--- src/hdl/preg_pkg.sv ---
// Shared types and codes for the pointer report event generator.
// Used by the front end, the job queue, the back end and the top level.
// No dependencies.
package preg_pkg;

    // Buttons that are checked for changes, counted from bit 0.
    localparam int C_NUM_BUTTONS = 8;
    localparam logic [7:0] C_BUTTON_MASK = 8'((9'd1 << C_NUM_BUTTONS) - 9'd1);

    // Depth of the queue between front end and back end.
    localparam int C_QUEUE_DEPTH = 2;

    // Event kind codes.
    localparam logic [2:0] K_CONNECT    = 3'd0;
    localparam logic [2:0] K_DISCONNECT = 3'd1;
    localparam logic [2:0] K_MOVE       = 3'd2;
    localparam logic [2:0] K_PRESS      = 3'd3;
    localparam logic [2:0] K_RELEASE    = 3'd4;
    localparam logic [2:0] K_SCROLL_V   = 3'd5;
    localparam logic [2:0] K_SCROLL_H   = 3'd6;

    // Events still owed for one poll.
    typedef struct packed {
        logic       conn;
        logic       move;
        logic [7:0] btns;
        logic       sv;
        logic       sh;
    } t_pend;

    // One classified poll, handed from the front end to the back end.
    typedef struct packed {
        logic               link_up;
        t_pend              pend;
        logic signed [15:0] move_x;
        logic signed [15:0] move_y;
        logic signed [7:0]  wheel_vert;
        logic signed [7:0]  wheel_horiz;
        logic [7:0]         button_map;
        logic [31:0]        stamp;
    } t_job;

endpackage

--- src/hdl/preg_channels.sv ---
// Valid/ready channel interfaces for polls and for events.
// No dependencies.

// Channel that carries one poll of the pointing device per item.
interface preg_poll_if;
    logic               valid;
    logic               ready;
    logic               link_up;
    logic               report_valid;
    logic signed [15:0] move_x;
    logic signed [15:0] move_y;
    logic signed [7:0]  wheel_vert;
    logic signed [7:0]  wheel_horiz;
    logic [7:0]         button_map;
    logic [31:0]        stamp;

    modport source (
        output valid, link_up, report_valid, move_x, move_y,
               wheel_vert, wheel_horiz, button_map, stamp,
        input  ready
    );
    modport sink (
        input  valid, link_up, report_valid, move_x, move_y,
               wheel_vert, wheel_horiz, button_map, stamp,
        output ready
    );
endinterface

// Channel that carries one pointer event per item.
interface preg_event_if;
    logic               valid;
    logic               ready;
    logic [2:0]         event_kind;
    logic signed [15:0] delta_x;
    logic signed [15:0] delta_y;
    logic signed [7:0]  scroll_vert;
    logic signed [7:0]  scroll_horiz;
    logic [2:0]         button_index;
    logic [7:0]         buttons_now;
    logic [31:0]        event_time;
    logic               last_event;

    modport source (
        output valid, event_kind, delta_x, delta_y, scroll_vert, scroll_horiz,
               button_index, buttons_now, event_time, last_event,
        input  ready
    );
    modport sink (
        input  valid, event_kind, delta_x, delta_y, scroll_vert, scroll_horiz,
               button_index, buttons_now, event_time, last_event,
        output ready
    );
endinterface

--- src/hdl/preg_front.sv ---
// Front end: accepts polls, tracks connection and button state, and
// turns each poll into a job of pending events. Depends on preg_pkg.
module preg_front (
    input  logic          i_clk,
    input  logic          i_rst_n,
    preg_poll_if.sink     i_poll,
    output preg_pkg::t_job o_job,
    output logic          o_job_valid,
    input  logic          i_job_ready
);
    import preg_pkg::*;

    logic       r_was_connected;
    logic [7:0] r_prev_buttons;
    logic       accept;
    logic       conn_evt;
    logic       report;
    t_pend      pend;

    // A poll is taken whenever the queue has room.
    assign i_poll.ready = i_job_ready;
    assign accept = i_poll.valid & i_job_ready;

    // Classify the poll into the events it will cause.
    always_comb begin
        conn_evt  = (i_poll.link_up != r_was_connected);
        report    = i_poll.link_up & i_poll.report_valid;
        pend.conn = conn_evt;
        pend.move = report & ((i_poll.move_x != 16'sd0) | (i_poll.move_y != 16'sd0));
        pend.btns = report ? ((i_poll.button_map ^ r_prev_buttons) & C_BUTTON_MASK) : 8'd0;
        pend.sv   = report & (i_poll.wheel_vert != 8'sd0);
        pend.sh   = report & (i_poll.wheel_horiz != 8'sd0);
    end

    // Only polls that cause at least one event go into the queue.
    always_comb begin
        o_job.link_up     = i_poll.link_up;
        o_job.pend        = pend;
        o_job.move_x      = i_poll.move_x;
        o_job.move_y      = i_poll.move_y;
        o_job.wheel_vert  = i_poll.wheel_vert;
        o_job.wheel_horiz = i_poll.wheel_horiz;
        o_job.button_map  = i_poll.button_map;
        o_job.stamp       = i_poll.stamp;
        o_job_valid       = i_poll.valid & (|pend);
    end

    // Remembered connection flag and button bitmap.
    always_ff @(posedge i_clk) begin
        if (!i_rst_n) begin
            r_was_connected <= 1'b0;
            r_prev_buttons  <= 8'd0;
        end else if (accept) begin
            r_was_connected <= i_poll.link_up;
            if (report) begin
                r_prev_buttons <= i_poll.button_map;
            end
        end
    end

    a_link_tracked: assert property (@(posedge i_clk) disable iff (!i_rst_n)
        accept |=> r_was_connected == $past(i_poll.link_up))
        else $error("connection flag not taken from accepted poll");

    a_disc_alone: assert property (@(posedge i_clk) disable iff (!i_rst_n)
        (o_job_valid && pend.conn && !i_poll.link_up) |->
            !(pend.move || (|pend.btns) || pend.sv || pend.sh))
        else $error("disconnect job carries report events");

    a_valid_has_work: assert property (@(posedge i_clk) disable iff (!i_rst_n)
        o_job_valid |-> i_poll.valid)
        else $error("job offered without a poll");

endmodule

--- src/hdl/preg_queue.sv ---
// Small job queue that decouples the front end from the back end.
// Depends on preg_pkg.
module preg_queue #(
    parameter int DEPTH = preg_pkg::C_QUEUE_DEPTH
) (
    input  logic           i_clk,
    input  logic           i_rst_n,
    input  preg_pkg::t_job i_data,
    input  logic           i_push,
    output logic           o_ready,
    output preg_pkg::t_job o_data,
    output logic           o_valid,
    input  logic           i_pop
);
    import preg_pkg::*;

    localparam int PW = (DEPTH > 1) ? $clog2(DEPTH) : 1;
    localparam int CW = $clog2(DEPTH + 1);
    localparam logic [PW-1:0] LAST_PTR = PW'(DEPTH - 1);
    localparam logic [CW-1:0] FULL_CNT = CW'(DEPTH);

    t_job          r_mem [DEPTH];
    logic [PW-1:0] r_wr_ptr;
    logic [PW-1:0] r_rd_ptr;
    logic [CW-1:0] r_count;
    logic          do_push;
    logic          do_pop;

    assign o_ready = (r_count != FULL_CNT);
    assign o_valid = (r_count != '0);
    assign o_data  = r_mem[r_rd_ptr];
    assign do_push = i_push & o_ready;
    assign do_pop  = i_pop & o_valid;

    // Storage.
    always_ff @(posedge i_clk) begin
        if (do_push) begin
            r_mem[r_wr_ptr] <= i_data;
        end
    end

    // Pointers and fill level.
    always_ff @(posedge i_clk) begin
        if (!i_rst_n) begin
            r_wr_ptr <= '0;
            r_rd_ptr <= '0;
            r_count  <= '0;
        end else begin
            if (do_push) begin
                r_wr_ptr <= (r_wr_ptr == LAST_PTR) ? '0 : r_wr_ptr + 1'b1;
            end
            if (do_pop) begin
                r_rd_ptr <= (r_rd_ptr == LAST_PTR) ? '0 : r_rd_ptr + 1'b1;
            end
            if (do_push && !do_pop) begin
                r_count <= r_count + 1'b1;
            end else if (do_pop && !do_push) begin
                r_count <= r_count - 1'b1;
            end
        end
    end

    a_count_bound: assert property (@(posedge i_clk) disable iff (!i_rst_n)
        r_count <= FULL_CNT)
        else $error("queue fill level beyond depth");

    a_count_track: assert property (@(posedge i_clk) disable iff (!i_rst_n)
        (do_push && !do_pop) |=> r_count == $past(r_count) + 1'b1)
        else $error("queue fill level missed a push");

    a_ptr_empty: assert property (@(posedge i_clk) disable iff (!i_rst_n)
        (r_count == '0) |-> (r_wr_ptr == r_rd_ptr))
        else $error("queue pointers differ while empty");

endmodule

--- src/hdl/preg_back.sv ---
// Back end: serializes the events of queued jobs, one per cycle unless
// ready stalls, into a registered output stage. Depends on preg_pkg.
module preg_back (
    input  logic           i_clk,
    input  logic           i_rst_n,
    input  preg_pkg::t_job i_job,
    input  logic           i_job_valid,
    output logic           o_job_pop,
    preg_event_if.source   o_event
);
    import preg_pkg::*;

    // Index of the lowest set bit, 0 when none.
    function automatic logic [2:0] lowest_bit(input logic [7:0] v);
        logic [2:0] idx;
        idx = 3'd0;
        for (int i = 7; i >= 0; i--) begin
            if (v[i]) begin
                idx = 3'(i);
            end
        end
        return idx;
    endfunction

    t_job               r_job;
    t_pend              r_pend;
    logic               r_busy;
    logic               r_out_valid;
    logic [2:0]         r_kind;
    logic signed [15:0] r_dx;
    logic signed [15:0] r_dy;
    logic signed [7:0]  r_sv;
    logic signed [7:0]  r_sh;
    logic [2:0]         r_idx;
    logic [7:0]         r_btn;
    logic [31:0]        r_time;
    logic               r_last;

    logic               emit;
    logic               load;
    logic               last;
    t_pend              n_pend;
    logic [2:0]         n_kind;
    logic signed [15:0] n_dx;
    logic signed [15:0] n_dy;
    logic signed [7:0]  n_sv;
    logic signed [7:0]  n_sh;
    logic [2:0]         n_idx;
    logic [7:0]         n_btn;
    logic [31:0]        n_time;
    logic [2:0]         bidx;

    // Pick the next pending event in poll order and clear it.
    always_comb begin
        n_pend = r_pend;
        n_kind = K_CONNECT;
        n_dx   = 16'sd0;
        n_dy   = 16'sd0;
        n_sv   = 8'sd0;
        n_sh   = 8'sd0;
        n_idx  = 3'd0;
        n_btn  = r_job.button_map;
        n_time = r_job.stamp;
        bidx   = lowest_bit(r_pend.btns);
        if (r_pend.conn) begin
            n_pend.conn = 1'b0;
            n_kind      = r_job.link_up ? K_CONNECT : K_DISCONNECT;
            n_btn       = 8'd0;
            n_time      = 32'd0;
        end else if (r_pend.move) begin
            n_pend.move = 1'b0;
            n_kind      = K_MOVE;
            n_dx        = r_job.move_x;
            n_dy        = r_job.move_y;
        end else if (|r_pend.btns) begin
            n_pend.btns = r_pend.btns & (r_pend.btns - 8'd1);
            n_kind      = r_job.button_map[bidx] ? K_PRESS : K_RELEASE;
            n_idx       = bidx;
        end else if (r_pend.sv) begin
            n_pend.sv = 1'b0;
            n_kind    = K_SCROLL_V;
            n_sv      = r_job.wheel_vert;
        end else begin
            n_pend.sh = 1'b0;
            n_kind    = K_SCROLL_H;
            n_sh      = r_job.wheel_horiz;
        end
        last = ~(|n_pend);
    end

    // An event moves out when the output stage is free or being drained;
    // a job loads when idle or as the current one emits its last event.
    assign emit      = r_busy & (~r_out_valid | o_event.ready);
    assign load      = i_job_valid & (~r_busy | (emit & last));
    assign o_job_pop = load;

    // Current job and its pending events.
    always_ff @(posedge i_clk) begin
        if (!i_rst_n) begin
            r_busy <= 1'b0;
            r_pend <= '0;
        end else if (load) begin
            r_busy <= 1'b1;
            r_pend <= i_job.pend;
            r_job  <= i_job;
        end else if (emit) begin
            r_pend <= n_pend;
            if (last) begin
                r_busy <= 1'b0;
            end
        end
    end

    // Output register stage.
    always_ff @(posedge i_clk) begin
        if (!i_rst_n) begin
            r_out_valid <= 1'b0;
        end else if (emit) begin
            r_out_valid <= 1'b1;
            r_kind      <= n_kind;
            r_dx        <= n_dx;
            r_dy        <= n_dy;
            r_sv        <= n_sv;
            r_sh        <= n_sh;
            r_idx       <= n_idx;
            r_btn       <= n_btn;
            r_time      <= n_time;
            r_last      <= last;
        end else if (o_event.ready) begin
            r_out_valid <= 1'b0;
        end
    end

    assign o_event.valid        = r_out_valid;
    assign o_event.event_kind   = r_kind;
    assign o_event.delta_x      = r_dx;
    assign o_event.delta_y      = r_dy;
    assign o_event.scroll_vert  = r_sv;
    assign o_event.scroll_horiz = r_sh;
    assign o_event.button_index = r_idx;
    assign o_event.buttons_now  = r_btn;
    assign o_event.event_time   = r_time;
    assign o_event.last_event   = r_last;

    a_busy_pending: assert property (@(posedge i_clk) disable iff (!i_rst_n)
        r_busy |-> (|r_pend))
        else $error("busy with no pending event");

    a_disc_last: assert property (@(posedge i_clk) disable iff (!i_rst_n)
        (r_out_valid && r_kind == K_DISCONNECT) |-> r_last)
        else $error("disconnect event not marked last");

    a_conn_zero: assert property (@(posedge i_clk) disable iff (!i_rst_n)
        (r_out_valid && (r_kind == K_CONNECT || r_kind == K_DISCONNECT)) |->
            (r_time == 32'd0 && r_btn == 8'd0))
        else $error("connection event carries report data");

    a_load_free: assert property (@(posedge i_clk) disable iff (!i_rst_n)
        load |-> (!r_busy || last))
        else $error("job loaded over unfinished job");

endmodule

--- src/hdl/pointer_report_event_generator.sv ---
// Pointer report event generator: polls in, pointer events out, each poll
// split into up to twelve events (connection change, move, one per changed
// button from the lowest, vertical and horizontal scroll), the final one of
// a poll marked with last_event. A poll is accepted whenever the two-entry
// job queue has room, also while events of earlier polls are still going
// out. Events leave one per cycle from a registered output stage while the
// consumer holds ready high, the sustained rate being set by the serializer
// in the back end. Events wait, never drop, while the consumer holds ready
// low. Depends on preg_pkg, preg_channels and the submodules.
module pointer_report_event_generator #(
    parameter int QUEUE_DEPTH = preg_pkg::C_QUEUE_DEPTH
) (
    input  logic          i_clk,
    input  logic          i_rst_n,
    preg_poll_if.sink     i_poll,
    preg_event_if.source  o_event
);
    import preg_pkg::*;

    t_job job_in;
    t_job job_out;
    logic job_in_valid;
    logic job_in_ready;
    logic job_out_valid;
    logic job_pop;

    // Classification and state tracking.
    preg_front u_front (
        .i_clk       (i_clk),
        .i_rst_n     (i_rst_n),
        .i_poll      (i_poll),
        .o_job       (job_in),
        .o_job_valid (job_in_valid),
        .i_job_ready (job_in_ready)
    );

    // Decoupling queue.
    preg_queue #(
        .DEPTH (QUEUE_DEPTH)
    ) u_queue (
        .i_clk   (i_clk),
        .i_rst_n (i_rst_n),
        .i_data  (job_in),
        .i_push  (job_in_valid),
        .o_ready (job_in_ready),
        .o_data  (job_out),
        .o_valid (job_out_valid),
        .i_pop   (job_pop)
    );

    // Event serializer.
    preg_back u_back (
        .i_clk       (i_clk),
        .i_rst_n     (i_rst_n),
        .i_job       (job_out),
        .i_job_valid (job_out_valid),
        .o_job_pop   (job_pop),
        .o_event     (o_event)
    );

endmodule
--- src/flat_wrapper.sv ---
// flat-port wrapper written by rule: the top's interface ports become plain ports
module pointer_report_event_generator_flat import preg_pkg::*;
#(
    parameter int QUEUE_DEPTH = preg_pkg::C_QUEUE_DEPTH
)
  (i_clk, i_rst_n, i_poll_valid, i_poll_link_up, i_poll_report_valid, i_poll_move_x, i_poll_move_y, i_poll_wheel_vert, i_poll_wheel_horiz, i_poll_button_map, i_poll_stamp, i_poll_ready, o_event_valid, o_event_event_kind, o_event_delta_x, o_event_delta_y, o_event_scroll_vert, o_event_scroll_horiz, o_event_button_index, o_event_buttons_now, o_event_event_time, o_event_last_event, o_event_ready);
  preg_poll_if i_poll_i ();
  preg_event_if o_event_i ();
  input  logic i_clk;
  input  logic i_rst_n;
  input wire logic [$bits(i_poll_i.valid)-1:0] i_poll_valid;
  input wire logic [$bits(i_poll_i.link_up)-1:0] i_poll_link_up;
  input wire logic [$bits(i_poll_i.report_valid)-1:0] i_poll_report_valid;
  input wire logic [$bits(i_poll_i.move_x)-1:0] i_poll_move_x;
  input wire logic [$bits(i_poll_i.move_y)-1:0] i_poll_move_y;
  input wire logic [$bits(i_poll_i.wheel_vert)-1:0] i_poll_wheel_vert;
  input wire logic [$bits(i_poll_i.wheel_horiz)-1:0] i_poll_wheel_horiz;
  input wire logic [$bits(i_poll_i.button_map)-1:0] i_poll_button_map;
  input wire logic [$bits(i_poll_i.stamp)-1:0] i_poll_stamp;
  output wire logic [$bits(i_poll_i.ready)-1:0] i_poll_ready;
  output wire logic [$bits(o_event_i.valid)-1:0] o_event_valid;
  output wire logic [$bits(o_event_i.event_kind)-1:0] o_event_event_kind;
  output wire logic [$bits(o_event_i.delta_x)-1:0] o_event_delta_x;
  output wire logic [$bits(o_event_i.delta_y)-1:0] o_event_delta_y;
  output wire logic [$bits(o_event_i.scroll_vert)-1:0] o_event_scroll_vert;
  output wire logic [$bits(o_event_i.scroll_horiz)-1:0] o_event_scroll_horiz;
  output wire logic [$bits(o_event_i.button_index)-1:0] o_event_button_index;
  output wire logic [$bits(o_event_i.buttons_now)-1:0] o_event_buttons_now;
  output wire logic [$bits(o_event_i.event_time)-1:0] o_event_event_time;
  output wire logic [$bits(o_event_i.last_event)-1:0] o_event_last_event;
  input wire logic [$bits(o_event_i.ready)-1:0] o_event_ready;
  assign i_poll_i.valid = i_poll_valid;
  assign i_poll_i.link_up = i_poll_link_up;
  assign i_poll_i.report_valid = i_poll_report_valid;
  assign i_poll_i.move_x = i_poll_move_x;
  assign i_poll_i.move_y = i_poll_move_y;
  assign i_poll_i.wheel_vert = i_poll_wheel_vert;
  assign i_poll_i.wheel_horiz = i_poll_wheel_horiz;
  assign i_poll_i.button_map = i_poll_button_map;
  assign i_poll_i.stamp = i_poll_stamp;
  assign i_poll_ready = i_poll_i.ready;
  assign o_event_valid = o_event_i.valid;
  assign o_event_event_kind = o_event_i.event_kind;
  assign o_event_delta_x = o_event_i.delta_x;
  assign o_event_delta_y = o_event_i.delta_y;
  assign o_event_scroll_vert = o_event_i.scroll_vert;
  assign o_event_scroll_horiz = o_event_i.scroll_horiz;
  assign o_event_button_index = o_event_i.button_index;
  assign o_event_buttons_now = o_event_i.buttons_now;
  assign o_event_event_time = o_event_i.event_time;
  assign o_event_last_event = o_event_i.last_event;
  assign o_event_i.ready = o_event_ready;
  pointer_report_event_generator #(.QUEUE_DEPTH(QUEUE_DEPTH)) u_core (.i_clk(i_clk), .i_rst_n(i_rst_n), .i_poll(i_poll_i), .o_event(o_event_i));
endmodule
--- config.mk ---
export PLATFORM = sky130hd
export DESIGN_NAME = pointer_report_event_generator_flat
export DESIGN_NICKNAME = d
export VERILOG_FILES = /design/src/hdl/preg_pkg.sv /design/src/hdl/preg_channels.sv /design/src/hdl/preg_front.sv /design/src/hdl/preg_queue.sv /design/src/hdl/preg_back.sv /design/src/hdl/pointer_report_event_generator.sv /design/src/flat_wrapper.sv
export SDC_FILE = /design/constraint.sdc
export NUM_CORES = 1
export LEC_CHECK = 0
export ABC_AREA = 0
export BUFFER_PORTS_ARGS = -buffer_cell sky130_fd_sc_hd__buf_4
export CAP_MARGIN = 25
export CORE_ASPECT_RATIO = 0.8
export CORE_MARGIN = 1.5
export CORE_UTILIZATION = 45
export DETAILED_ROUTE_END_ITERATION = 16
export GPL_ROUTABILITY_DRIVEN = 0
export PLACE_DENSITY = 0.65
export SLEW_MARGIN = 10
export SYNTH_ARGS = -nofsm -noshare
export SYNTH_HDL_FRONTEND = slang
export SYNTH_SLANG_ARGS = --single-unit
--- constraint.sdc ---
create_clock -name i_clk -period 9.5 [get_ports i_clk]
set_input_delay 1.425 -clock i_clk [delete_from_list [all_inputs] [get_ports i_clk]]
set_output_delay 1.425 -clock i_clk [all_outputs]
set_load 0.02 [all_outputs]
==> impl_metrics.csv <==
group,metric,value,unit
yosys,yosysTopAreaCell,"edfxtp_1",
power_and_ir_drop,pwr-share-clk,31.2,%
yosys,synth_edf_count,386,
sta,relSlewSlack,26.6,%
clock_network,cts_buffer_depth,3,
die,core_region_area,32900,um2
die,dieArea,34800,um2
power_and_ir_drop,pwr-share-seq,47.9,%
setup_path,cp.depth,9,
routing,vias,7604,
power_and_ir_drop,p_per_area,282,nW/um2
setup_path,worstPathRequired,9.71,ns
clock_network,holdBufCountCts,0,
yosys,async_flop_share,0,%
routing,vias_per_cell,5.09,
yosys,ys_types,49,
setup_path,cp_data_arrival_time,4.46,ns
setup_path,r2r_end,"u_core.u_back.r_job[12]$_DFFE_PP_",
clock_network,cts_root_buf,"clkbuf_16",
setup_path,critPathKind,"reg2reg",
status,status,"finished, final reports clean",
power_and_ir_drop,vdd_drop_max,0.155,mV
yosys,synth_fp_nets,913,
sta,max_freq,236,MHz
run,maxCapViolCount,0,
global_routing,grt_usage,16.6,%
die,fp.dieW,208,um
setup_path,worst-path-max-fanout,53,
die,initial_utilization,46.2,%
cells_and_area,antenna_cells,0,
yosys,syn_area,15200,um2
setup_path,worstSetupStartpoint,"u_core.u_back.r_pend[11]$_SDFFE_PN0P_",
global_routing,overflow,0,
clock_network,cts.sinks,414,
setup_path,regToRegSetupSlack,5.26,ns
sta,finalSetupTns,0,ns
sta,finalMaxSlewViolations,0,
cells_and_area,drive_gt1_share,35.4,%
setup_path,timing.critical_path.to,"u_core.u_back.r_job[12]$_DFFE_PP_",
placement,pre_cts_slack,4.66,ns
clock_network,cts_resized,0,
global_routing,antenna_found_initial,1,
clock_network,htreeDepth,2,
global_routing,grt_max_degree,60,
yosys,ys_seq_area_share,80.1,%
setup_path,cp_cell_sequence,"buf_12 > or2_2 > nor4_4 > o22a_1 > o211ai_2 > o22ai_4 > and2_4 > buf_4 > buf_16",
power_and_ir_drop,leakagePower,6.51,nW
routing,wl_per_cell,19.2,um
routing,drtIter0Drc,434,
sta,rsz0062_at_grt,"false",
power_and_ir_drop,power_switching,1.44,mW
sta,tightest_slew,1.09,ns
yosys,synth.top_cell.area_share,76.4,%
clock_network,cts_tree,"built",
clock_network,postCtsSetupBuffers,0,
routing,drt_wl_total,28700,um
clock_network,clk_latency,0.55,ns
sta,fin_crit,4.24,ns
routing,first_pass_iters,5,
clock_network,clkTransAtPathRegs,0.06,ns
setup_path,crit_path_top_delay_cell,"o22ai_4",
yosys,ys_seq_elements,414,
sta,hold_viol_final,0,
routing,antenna_left,0,
setup_path,start_kind,"register",
setup_path,crit_buf_inv,3,
sta,setup_slack,5.26,ns
yosys,synthCells,819,
yosys,synthTopCellsByArea,"edfxtp_1, mux2_2, dfxtp_1",
die,die_h,167,um
yosys,syn_area_per_cell,18.5,um2
sta,fin_worst_skew,0.0194,ns
setup_path,crit_family,"simple AND/OR/NAND/NOR gates",
setup_path,timing.rr.start,"u_core.u_back.r_pend[11]$_SDFFE_PN0P_",
power_and_ir_drop,p_sw_share,27.5,%
placement,hpwl,17800,um
die,ios,191,
cells_and_area,syn_to_final_growth,22.2,%
global_routing,grt_pass1_wl,44000,um
power_and_ir_drop,p_int,3.79,mW
die,placementRows,59,
global_routing,grt_pass1_vias,7638,
sta,setup_viol,0,
setup_path,slowest_delay,0.61,ns
setup_path,end_kind,"register",
min_path,hold_class,"reg2reg",
sta,fin_crit_sh,44.7,%
yosys,synth_ff_type,"edfxtp_1",
setup_path,reg2reg_depth,9,
power_and_ir_drop,p_comb_share,20.9,%
cells_and_area,fin_nets,1129,
clock_network,cts_made_buffers,41,
placement,io_buffers,190,
routing,drc_errors,0,
yosys,ys_warn_count,0,
[state kept, by name, indices dropped and copies added (netlist names), 8 cells and up, named ones only]
register and cells:
u_core.u_back.o_event.buttons_now 8, u_core.u_back.r_job 89, u_core.u_back.o_event.delta_x 16, u_core.u_back.o_event.event_time 32, u_core.u_queue.r_mem 202, u_core.u_back.o_event.scroll_vert 8, u_core.u_back.r_pend 12, u_core.u_back.o_event.scroll_horiz 8
u_core.u_front.r_prev_buttons 8, u_core.u_back.o_event.delta_y 16
[per-stage QoR]
| stage | cells | util, % | total power [mW] | cell area [um2] | hold WS (ns) |
|---|---|---|---|---|---|
| floorplan | 819 | - | 3.29 | 15200 | 0.481 |
| global placement | 1417 | 52.1 | 3.61 | 17100 | 0.492 |
| detailed placement | 1419 | 52.2 | 3.64 | 17200 | 0.501 |
| CTS | 1495 | 56.5 | 5.29 | 18500 | 0.516 |
| global route | 1495 | 56.5 | 5.47 | 18500 | 0.530 |
| finish | 1495 | 56.5 | 5.23 | 18500 | 0.515 |
[final cells by class]
type | instances | area [um2]
Sequential cell | 414 | 12200
Multi-Input combinational cell | 369 | 2890
Clock inverter | 20 | 235
Timing Repair Buffer | 202 | 1550
Tap cell | 427 | 534
Fill cell | 2517 | 14300
Clock buffer | 56 | 1150
Inverter | 7 | 26.3
[Yosys cell counts, types with 2 or more instances]
library cell and instances:
edfxtp_1 386, mux2_2 94, and2_1 50, nor2_1 49
nor2b_1 42, dfxtp_1 28, clkbuf_1 25, mux2i_1 22
nor4_1 14, a21oi_1 13, xnor2_1 12, nor3_1 8
a211oi_2 7, inv_1 7, nand2_1 7, nand4_1 5
a22oi_1 4, buf_6 3, nand2b_1 3, nand3_1 3
o21ai_0 3, or2_2 3, or3_1 3, maj3_1 2
o21a_1 2
[power by group through the flow]
stage	clock [mW]	sequential [mW]	combinational, mW
2_1_floorplan	0	2.57	0.725
3_3_place_gp	0	2.56	1.05
3_5_place_dp	0	2.54	1.10
4_1_cts	1.67	2.51	1.11
5_1_grt	1.75	2.53	1.19
6_report	1.63	2.50	1.09
[cell usage in the layout, fill, tap and decap left out, types with 2 or more instances in the layout]
master / Yosys / final
clkbuf_16: 0 / 42
xnor2_1: 12 / 12
o21ai_0: 3 / 3
maj3_1: 2 / 2
nand2_1: 7 / 7
nand4_1: 5 / 5
nand3_1: 3 / 3
clkbuf_1: 25 / 9
nor2_1: 49 / 46
bufinv_16: 0 / 4
inv_1: 7 / 7
nor3_1: 8 / 8
a211oi_2: 7 / 7
dfxtp_1: 28 / 26
and2_1: 50 / 49
nand2b_1: 3 / 3
buf_4: 0 / 200
a22oi_1: 4 / 4
nor4_1: 14 / 14
clkinv_2: 0 / 2
a21oi_1: 13 / 13
clkbuf_8: 0 / 5
clkinv_1: 0 / 9
nor2b_1: 42 / 41
or2_2: 3 / 3
mux2i_1: 22 / 22
mux2_2: 94 / 94
o21a_1: 2 / 2
or3_1: 3 / 3
edfxtp_1: 386 / 386
nor2_4: 0 / 3
[worst min path at each step]
| stage | startpoint | endpoint | slack, ns | cells past startpoint |
|---|---|---|---|---|
| floorplan | u_core.u_queue.r_rd_ptr$_SDFFE_PN0P_ | register | 0.48 | 2 |
| global placement | u_core.u_queue.r_rd_ptr$_SDFFE_PN0P_ | register | 0.49 | 2 |
| detailed placement | u_core.u_back.r_job[61]$_DFFE_PP_ | u_core.u_back.o_event.delta_y[5]$_SDFFCE_PP0P_ | 0.50 | 1 |
| CTS | u_core.u_back.r_job[61]$_DFFE_PP_ | u_core.u_back.o_event.delta_y[5]$_SDFFCE_PP0P_ | 0.52 | 1 |
| global route | u_core.u_back.r_job[49]$_DFFE_PP_ | u_core.u_back.o_event.scroll_vert[1]$_SDFFCE_PP0P_ | 0.53 | 1 |
| finish | u_core.u_back.r_job[61]$_DFFE_PP_ | u_core.u_back.o_event.delta_y[5]$_SDFFCE_PP0P_ | 0.52 | 1 |
[cells by family (layout without fill, tap and decap cells)]
kind of cell    Yosys count  count (layout)  share of synthesized area, %
compound gates           43              43                          2.31
xor+xnor                 13              13                         0.750
fa+ha+maj                 2               2                         0.132
buf+inv                  36             285                          1.05
flops                   414             414                          80.1
mux                     117             117                          8.50
simple gates            194             194                          7.20
[routing by layer]
layer	GRT usage (%)	wire length, um	share of wire (%)	vias to the layer above
li1	-	-	-	3547
met1	22.1	12800	45	3801
met2	27.0	13600	47	210
met3	3.99	1600	5.6	44
met4	5.36	658	2.3	2
met5	0	11	0.038	-
(Power assumes the default switching activity.)
